[config.mk]
export PLATFORM = sky130hd
export DESIGN_NAME = frame_bitmap_allocator
export DESIGN_NICKNAME = d
export VERILOG_FILES = /design/src/fba_pkg.sv /design/src/fba_bitmap_ram.sv /design/src/fba_ctrl.sv /design/src/frame_bitmap_allocator.sv
export SDC_FILE = /design/constraint.sdc
export NUM_CORES = 1
export LEC_CHECK = 0
export BUFFER_PORTS_ARGS = -buffer_cell sky130_fd_sc_hd__buf_2
export CORE_ASPECT_RATIO = 1.25
export CORE_MARGIN = 2
export CORE_UTILIZATION = 55
export DETAILED_ROUTE_END_ITERATION = 7
export PLACE_DENSITY_LB_ADDON = 0.15
export SLEW_MARGIN = 30
export SYNTH_ARGS = -nofsm -noshare
export SYNTH_HDL_FRONTEND = slang
export SYNTH_HIERARCHICAL = 1
export SYNTH_SLANG_ARGS = --single-unit
[constraint.sdc]
create_clock -name clk -period 6.3 [get_ports clk]
set_input_delay 0.315 -clock clk [delete_from_list [all_inputs] [get_ports clk]]
set_output_delay 0.315 -clock clk [all_outputs]
set_load 0.03 [all_outputs]
[src/fba_pkg.sv]
// Shared types, codes and helpers for the frame bitmap allocator.
// No dependencies; imported by every module of the block.
package fba_pkg;

  localparam int WORD_BITS   = 32;
  localparam int WORD_IDX_W  = 5;
  localparam int FRAME_W     = 20;
  localparam int PADDR_W     = 32;
  localparam int FRAME_SHIFT = 12;
  localparam int IN_DATA_W   = 56;
  localparam int OUT_DATA_W  = 24;

  typedef enum logic {
    OP_ALLOC = 1'b0,
    OP_MAP   = 1'b1
  } op_t;

  typedef enum logic [1:0] {
    ST_DONE    = 2'd0,
    ST_SKIPPED = 2'd1,
    ST_FULL    = 2'd2,
    ST_RANGE   = 2'd3
  } status_t;

  typedef enum logic [2:0] {
    S_CLEAR,
    S_IDLE,
    S_SCAN,
    S_MAP,
    S_RESULT
  } state_t;

  typedef struct packed {
    op_t                  operation;
    logic [FRAME_W-1:0]   entry_frame;
    logic                 kernel_mode;
    logic                 rw_allowed;
    logic [PADDR_W-1:0]   physical_address;
  } req_t;

  typedef struct packed {
    status_t              status;
    logic                 present;
    logic                 writable;
    logic                 user_access;
    logic [FRAME_W-1:0]   frame_number;
  } res_t;

  // index of the lowest clear bit; only meaningful when one exists
  function automatic logic [WORD_IDX_W-1:0] lowest_zero(input logic [WORD_BITS-1:0] w);
    logic [WORD_IDX_W-1:0] idx;
    idx = '0;
    for (int i = WORD_BITS - 1; i >= 0; i--) begin
      if (!w[i]) idx = WORD_IDX_W'(i);
    end
    return idx;
  endfunction

endpackage

[src/fba_bitmap_ram.sv]
// Single-port bitmap memory, one 32-bit word per 32 frames, registered read.
// Depends on fba_pkg for the word width.
module fba_bitmap_ram
  import fba_pkg::*;
#(
  parameter int DEPTH = 32,
  parameter int AW    = 5
) (
  input  logic                 clk,
  input  logic                 en,
  input  logic                 we,
  input  logic [AW-1:0]        addr,
  input  logic [WORD_BITS-1:0] wdata,
  output logic [WORD_BITS-1:0] rdata
);

  logic [WORD_BITS-1:0] mem [DEPTH];
  logic [WORD_BITS-1:0] rdata_r;

  always_ff @(posedge clk) begin
    if (en) begin
      if (we) begin
        mem[addr] <= wdata;
      end else begin
        rdata_r <= mem[addr];
      end
    end
  end

  assign rdata = rdata_r;

endmodule

[src/fba_ctrl.sv]
// Request sequencer: clearing pass, first-fit scan, read-modify-write of bitmap words.
// Depends on fba_pkg; drives the port of fba_bitmap_ram.
module fba_ctrl
  import fba_pkg::*;
#(
  parameter int FRAME_COUNT  = 1024,
  parameter int BITMAP_WORDS = 32,
  parameter int AW           = 5
) (
  input  logic                 clk,
  input  logic                 rst_n,
  input  logic                 in_valid,
  output logic                 in_ready,
  input  req_t                 in_req,
  output logic                 res_valid,
  input  logic                 res_ready,
  output res_t                 res,
  output logic                 ram_en,
  output logic                 ram_we,
  output logic [AW-1:0]        ram_addr,
  output logic [WORD_BITS-1:0] ram_wdata,
  input  logic [WORD_BITS-1:0] ram_rdata
);

  localparam logic [AW-1:0]      LAST_WORD = AW'(BITMAP_WORDS - 1);
  localparam logic [FRAME_W-1:0] FRAME_LIM = FRAME_W'(FRAME_COUNT);

  state_t                  state_r, state_nxt;
  logic [AW-1:0]           word_r, word_nxt;
  logic [WORD_IDX_W-1:0]   bit_r, bit_nxt;
  logic                    kern_r, kern_nxt;
  logic                    wr_r, wr_nxt;
  status_t                 status_r, status_nxt;
  logic [FRAME_W-1:0]      frame_r, frame_nxt;

  logic [FRAME_W-1:0]      map_frame;
  logic [AW-1:0]           map_word;
  logic                    map_ok;
  logic                    skip;
  logic                    word_full;
  logic [WORD_IDX_W-1:0]   zb;
  logic [FRAME_W-1:0]      scan_frame;
  logic                    scan_ok;
  logic                    scan_last;

  assign map_frame  = in_req.physical_address[PADDR_W-1:FRAME_SHIFT];
  assign map_word   = map_frame[AW+WORD_IDX_W-1:WORD_IDX_W];
  assign map_ok     = map_frame < FRAME_LIM;
  assign skip       = in_req.entry_frame != '0;
  assign word_full  = ram_rdata == '1;
  assign zb         = lowest_zero(ram_rdata);
  assign scan_frame = FRAME_W'({word_r, zb});
  assign scan_ok    = !word_full && (scan_frame < FRAME_LIM);
  assign scan_last  = word_r == LAST_WORD;

  // next state
  always_comb begin
    state_nxt = state_r;
    case (state_r)
      S_CLEAR: begin
        if (scan_last) state_nxt = S_IDLE;
      end
      S_IDLE: begin
        if (in_valid) begin
          if (skip) begin
            state_nxt = S_RESULT;
          end else if (in_req.operation == OP_ALLOC) begin
            state_nxt = S_SCAN;
          end else if (map_ok) begin
            state_nxt = S_MAP;
          end else begin
            state_nxt = S_RESULT;
          end
        end
      end
      S_SCAN: begin
        if (!word_full || scan_last) state_nxt = S_RESULT;
      end
      S_MAP: begin
        state_nxt = S_RESULT;
      end
      S_RESULT: begin
        if (res_ready) state_nxt = S_IDLE;
      end
      default: state_nxt = S_CLEAR;
    endcase
  end

  // outputs and memory port
  always_comb begin
    in_ready  = 1'b0;
    res_valid = 1'b0;
    ram_en    = 1'b0;
    ram_we    = 1'b0;
    ram_addr  = word_r;
    ram_wdata = '0;
    case (state_r)
      S_CLEAR: begin
        ram_en = 1'b1;
        ram_we = 1'b1;
      end
      S_IDLE: begin
        in_ready = 1'b1;
        ram_en   = in_valid && !skip && (in_req.operation == OP_ALLOC || map_ok);
        ram_addr = (in_req.operation == OP_ALLOC) ? '0 : map_word;
      end
      S_SCAN: begin
        if (scan_ok) begin
          ram_en    = 1'b1;
          ram_we    = 1'b1;
          ram_wdata = ram_rdata | (WORD_BITS'(1) << zb);
        end else if (word_full && !scan_last) begin
          ram_en   = 1'b1;
          ram_addr = word_r + AW'(1);
        end
      end
      S_MAP: begin
        ram_en    = 1'b1;
        ram_we    = 1'b1;
        ram_wdata = ram_rdata | (WORD_BITS'(1) << bit_r);
      end
      S_RESULT: begin
        res_valid = 1'b1;
      end
      default: ;
    endcase
  end

  // datapath
  always_comb begin
    word_nxt   = word_r;
    bit_nxt    = bit_r;
    kern_nxt   = kern_r;
    wr_nxt     = wr_r;
    status_nxt = status_r;
    frame_nxt  = frame_r;
    case (state_r)
      S_CLEAR: begin
        word_nxt = word_r + AW'(1);
      end
      S_IDLE: begin
        kern_nxt  = in_req.kernel_mode;
        wr_nxt    = in_req.rw_allowed;
        bit_nxt   = map_frame[WORD_IDX_W-1:0];
        frame_nxt = map_frame;
        word_nxt  = (in_req.operation == OP_ALLOC) ? '0 : map_word;
        if (skip) begin
          status_nxt = ST_SKIPPED;
        end else if (in_req.operation == OP_ALLOC || map_ok) begin
          status_nxt = ST_DONE;
        end else begin
          status_nxt = ST_RANGE;
        end
      end
      S_SCAN: begin
        frame_nxt = scan_frame;
        if (scan_ok) begin
          status_nxt = ST_DONE;
        end else if (!word_full || scan_last) begin
          status_nxt = ST_FULL;
        end else begin
          word_nxt = word_r + AW'(1);
        end
      end
      default: ;
    endcase
  end

  always_ff @(posedge clk) begin
    if (!rst_n) begin
      state_r <= S_CLEAR;
      word_r  <= '0;
    end else begin
      state_r <= state_nxt;
      word_r  <= word_nxt;
    end
  end

  always_ff @(posedge clk) begin
    bit_r    <= bit_nxt;
    kern_r   <= kern_nxt;
    wr_r     <= wr_nxt;
    status_r <= status_nxt;
    frame_r  <= frame_nxt;
  end

  assign res.status       = status_r;
  assign res.present      = status_r == ST_DONE;
  assign res.writable     = (status_r == ST_DONE) && wr_r;
  assign res.user_access  = (status_r == ST_DONE) && !kern_r;
  assign res.frame_number = (status_r == ST_DONE) ? frame_r : '0;

  a_wb_sets_bit: assert property (@(posedge clk) disable iff (!rst_n)
    (ram_we && state_r != S_CLEAR) |-> (ram_wdata != '0))
    else $error("bitmap write-back clears word");

  a_scan_wb_not_full: assert property (@(posedge clk) disable iff (!rst_n)
    (state_r == S_SCAN && ram_we) |-> (ram_rdata != '1))
    else $error("scan wrote back a full word");

  a_done_in_range: assert property (@(posedge clk) disable iff (!rst_n)
    (res_valid && res.status == ST_DONE) |-> (res.frame_number < FRAME_LIM))
    else $error("granted frame beyond bitmap");

  a_fail_zero: assert property (@(posedge clk) disable iff (!rst_n)
    (res_valid && res.status != ST_DONE) |-> (!res.present && res.frame_number == '0))
    else $error("failed request carries entry bits");

  a_clear_blocks: assert property (@(posedge clk) disable iff (!rst_n)
    (state_r == S_CLEAR) |-> (!in_ready && !res_valid))
    else $error("handshake during clearing pass");

endmodule

[src/frame_bitmap_allocator.sv]
// Frame bitmap allocator: one used bit per 4 KiB frame, first-fit allocate and map-physical.
// Top level; depends on fba_pkg, fba_ctrl and fba_bitmap_ram.
// After reset the block clears the bitmap memory, one word per cycle, and takes no request
// until that pass ends. Requests are handled one at a time; a request on an already mapped
// entry or an out-of-range address goes straight to its result, a map-physical passes
// through word read, write-back and result, and an allocate scans bitmap words, one per
// cycle through the memory's single port, up to ceil(FRAME_COUNT/32) words. The result
// sits in an output register, so the next request is taken while the previous result
// waits.
module frame_bitmap_allocator
  import fba_pkg::*;
#(
  parameter int FRAME_COUNT = 1024
) (
  input  logic                  clk,
  input  logic                  rst_n,
  input  logic                  in_tvalid,
  output logic                  in_tready,
  input  logic [IN_DATA_W-1:0]  in_tdata,   // entry_frame, kernel_mode, rw_allowed, physical_address
  input  logic                  in_tuser,   // operation
  output logic                  out_tvalid,
  input  logic                  out_tready,
  output logic [OUT_DATA_W-1:0] out_tdata,  // present, writable, user_access, frame_number
  output logic [1:0]            out_tuser   // status
);

  localparam int BITMAP_WORDS = (FRAME_COUNT + WORD_BITS - 1) / WORD_BITS;
  localparam int AW = (BITMAP_WORDS > 1) ? $clog2(BITMAP_WORDS) : 1;

  req_t                 req;
  res_t                 res;
  logic                 res_valid;
  logic                 res_ready;
  logic                 ram_en;
  logic                 ram_we;
  logic [AW-1:0]        ram_addr;
  logic [WORD_BITS-1:0] ram_wdata;
  logic [WORD_BITS-1:0] ram_rdata;

  logic                 out_valid_r, out_valid_nxt;
  res_t                 out_res_r;

  assign req.operation        = op_t'(in_tuser);
  assign req.entry_frame      = in_tdata[19:0];
  assign req.kernel_mode      = in_tdata[20];
  assign req.rw_allowed       = in_tdata[21];
  assign req.physical_address = in_tdata[53:22];

  fba_ctrl #(
    .FRAME_COUNT  (FRAME_COUNT),
    .BITMAP_WORDS (BITMAP_WORDS),
    .AW           (AW)
  ) u_ctrl (
    .clk       (clk),
    .rst_n     (rst_n),
    .in_valid  (in_tvalid),
    .in_ready  (in_tready),
    .in_req    (req),
    .res_valid (res_valid),
    .res_ready (res_ready),
    .res       (res),
    .ram_en    (ram_en),
    .ram_we    (ram_we),
    .ram_addr  (ram_addr),
    .ram_wdata (ram_wdata),
    .ram_rdata (ram_rdata)
  );

  fba_bitmap_ram #(
    .DEPTH (BITMAP_WORDS),
    .AW    (AW)
  ) u_ram (
    .clk   (clk),
    .en    (ram_en),
    .we    (ram_we),
    .addr  (ram_addr),
    .wdata (ram_wdata),
    .rdata (ram_rdata)
  );

  assign res_ready = !out_valid_r || out_tready;

  always_comb begin
    out_valid_nxt = out_valid_r;
    if (res_valid && res_ready) begin
      out_valid_nxt = 1'b1;
    end else if (out_tready) begin
      out_valid_nxt = 1'b0;
    end
  end

  always_ff @(posedge clk) begin
    if (!rst_n) begin
      out_valid_r <= 1'b0;
    end else begin
      out_valid_r <= out_valid_nxt;
    end
  end

  always_ff @(posedge clk) begin
    if (res_valid && res_ready) begin
      out_res_r <= res;
    end
  end

  assign out_tvalid = out_valid_r;
  assign out_tuser  = out_res_r.status;
  assign out_tdata  = {1'b0, out_res_r.frame_number, out_res_r.user_access,
                       out_res_r.writable, out_res_r.present};

endmodule

==> out/summary.txt <==
clk_lat worst skew: 0.68 ns
crit-path cells: nand4_1 > nor4_4 > nand3_2 > nor2_1 > a311o_2 > buf_12 > mux2i_1 > o22ai_1 > nor4_1 > buf_4 > nand2_1
mux share of post-synthesis cell area: 11.68%
Filler Cell Count: 5569
CTS max path bufs: 3
sequential-to-total area share from yosys stat: 75.93%
setup_tns: 0 ns
clock skew: 0.02564 ns
most frequent cells in the layout: edfxtp_1, mux2i_1, o22ai_1, clkbuf_16, buf_4
full die area: 82540 um2
CTS buffer count: 103
final worst-path cycle share: 80.20%
Synth Area in Adders: 0.05670%
setup repair bufs after CTS: 0
DR WL/cell: 28.15 um
XOR/XNOR share of the synthesized area: 0.01985%
DRC viols: 0
min setup slack post-route: 1.247 ns
vias in the first global route: 24170
Max-cap violations: 0
status: finished clean
Top FF cell, synth: edfxtp_1
Fmax achieved: 197.9 MHz
Setup crit end kind: flop
clock period minus final worst setup slack: 5.053 ns
Multi-input gate area: 10510 um2
CTS tree: built
commonest non-fill, non-tap cell in the layout: edfxtp_1
Post-synth EDFFs: 1110
Static Leakage: 17.45 nW
Reg clk slew, reported paths: 0.06 ns
sequential cell area: 33510 um2
Crit Path Class: reg -> reg
die height: 320.7 um
Boundary Pins: 89
Antenna diodes: 0
Root Buffer: clkbuf_16
Site Rows: 116
Comb power frac: 5.3%
largest family of logic cells by synthesized area: multiplexers
Pwr Density: 296.9 nW/um2
WP data required: 6.69 ns
grt total ovfl: 0
Switch Pwr: 0.003102 W
maximum resistive drop on vdd: 218.4 uV
count of cell types in the netlist: 81
Simple-Gate Fraction of Synth Area: 4.590%
slowest cell delay on critical path: 0.75 ns
global-route wire length before repair: 158000 um
Seq pwr share: 54.4%
Routed WL: 108700 um
Initial Util: 55.29%
Area Growth Syn to Fin: 14.56%
1st-pass router iterations: 5
Syn Nets: 2592
crit path max-delay cell type: buf_12
dpl ws: 1.254 ns
I/O Buffers: 73
synth warn: 6
final hold vios: 0
final-stage net count: 2783
Worst Path Arrival: 5.45 ns
Clk pwr share: 40.3%
Syn Inst Count: 2529
core area: 79830 um2
Vias: 24070
TritonCTS Sinks: 1119
largest net degree at the start of global routing: 135
CP Max Fanout: 134
switching share of power: 20.67%
startpoint types: flop
antenna-violating nets left: 0
synthesized cell area: 44130 um2
RSZ-0062 raised after global routing: no
fraction of registers with async set or reset after synthesis: 0%
syn avg cell area: 17.45 um2
Int Power: 0.01191 W
RePlAce Congestion: 0.8696
htree depth: 3
initial antenna violation count: 1
1st-iter DRT viols: 2445
hold crit path type: in -> reg
synthesis-stage register bit count: 1119
Worst-Margin Slew: 1.003 ns
Relative slew margins: 32.52%
All-Layer GR Usage: 26.36%
share of layout cells above drive strength 1: 16.26%
Final HPWL DP: 63840 um
Setup Viol. Count Final: 0
Die W: 257.4 um
Pins Over Slew Limit: 0
Synth Area in Compound Gates: 5.764%
vias per std cell: 6.236
-- repair_timing --
action / 4_1_cts / 5_1_grt
resized for setup: 0 / 0
hold endpoints to repair: 35 / 0
hold buffers: 29 / 0
-- final timing paths --
path                                         start                end  slack (ns)  cells after the start
worst min register to register  u_ctrl/frame_r[17]      out_tdata[20]        0.51                      1
worst max-delay path               u_ram/rdata[18]     u_ram/rdata[7]        1.25                     11
worst min-delay path                  in_tdata[19]  u_ctrl/state_r[0]        0.12                      6
worst max register to register     u_ram/rdata[18]     u_ram/rdata[7]        1.25                     11
-- registers in the layout, indices dropped and copies added (netlist names) --
name             flops
out_tdata           23
out_tuser            2
out_tvalid           1
u_ctrl/bit_r         5
u_ctrl/frame_r      20
u_ctrl/kern_r        1
u_ctrl/state_r       3
u_ctrl/status_r      2
u_ctrl/word_r        5
u_ctrl/wr_r          1
u_ram/mem         1024
u_ram/rdata         32
-- metal layers --
layer	vias up	track usage (%)	wire (um)
li1	10640	-	-
met1	12370	35.07	44090
met2	903	45.62	55270
met3	160	3.374	6894
met4	0	7.951	2411
met5	-	0	0
-- worst max-delay path, delay by kind of cell, from the launching register on --
kind | cells | cell delay (ns)
muxes | 1 | 0.28
and+or+nand+nor | 6 | 2.22
buffers and inverters | 2 | 0.98
DFF | 1 | 0.43
AOI/OAI and AO/OA | 2 | 0.70
-- cells in the mapped netlist (4+ instances only) --
library cell	n	area, um2
inv_1	11	41.29
o32ai_1	11	96.34
o211ai_1	5	37.54
o21ai_0	10	50.05
nand3_1	20	100.1
buf_4	5	37.54
nand3b_1	6	45.04
nand2_1	80	300.3
a21boi_0	5	37.54
a22oi_1	14	105.1
edfxtp_1	1110	33330
nor2b_1	4	25.02
nor4_1	71	444.2
buf_6	20	225.2
nand4bb_1	6	67.56
o22ai_1	257	1608
buf_2	79	395.4
nor3b_1	4	30.03
clkbuf_1	39	146.4
nor2_1	56	210.2
nand4_1	12	75.07
or2_2	5	31.28
nand4b_1	7	61.31
and3_1	7	43.79
a21oi_1	16	80.08
dfxtp_1	9	180.2
a31oi_1	6	37.54
and2_1	33	206.5
or3_1	4	25.02
nand2b_1	4	25.02
nor3_1	13	65.06
mux2i_1	514	5145
o31ai_1	19	142.6
-- power by group through the flow --
stage | clock (W) | sequential, W | combinational (W)
after floorplan | 0 | 0.00833 | 0.000528
after global placement | 0 | 0.00833 | 0.000754
after detailed placement | 0 | 0.00833 | 0.000768
after CTS | 0.00614 | 0.00817 | 0.000783
after global routing | 0.00645 | 0.00817 | 0.000828
final | 0.00605 | 0.00817 | 0.000789
-- stage by stage --
stage | instance area [um2] | util, % | total power (W) | std cells | hold slack, ns
2_1_floorplan | 44130 | - | 0.008856 | 2529 | 0.4139
3_3_place_gp | 46760 | 58.58 | 0.009080 | 3632 | 0.4656
4_1_cts | 50450 | 63.19 | 0.01510 | 3854 | 0.08835
3_5_place_dp | 46900 | 58.76 | 0.009098 | 3642 | 0.4940
6_report | 50560 | 63.34 | 0.01501 | 3860 | 0.1212
5_1_grt | 50560 | 63.34 | 0.01544 | 3860 | 0.1811
-- layout make-up --
type,instances,area share [%]
clock inverter,63,1.208
clock buffer,120,5.224
tap,1062,2.628
multi-input combinational,1253,20.79
sequential,1119,66.28
timing repair buffer,232,3.784
inverter,11,0.08166
-- cells by family (layout without fill, tap and decap cells) --
family | after synthesis | after routing
flip-flops | 1119 | 1119
AO/OA/AOI/OAI | 379 | 379
other | 1 | 1
buffers and inverters | 157 | 426
multiplexers | 515 | 515
adder cells (fa/ha/maj) | 2 | 2
XOR/XNOR | 1 | 1
AND/OR/NAND/NOR | 355 | 355
(Power assumes the default switching activity.)
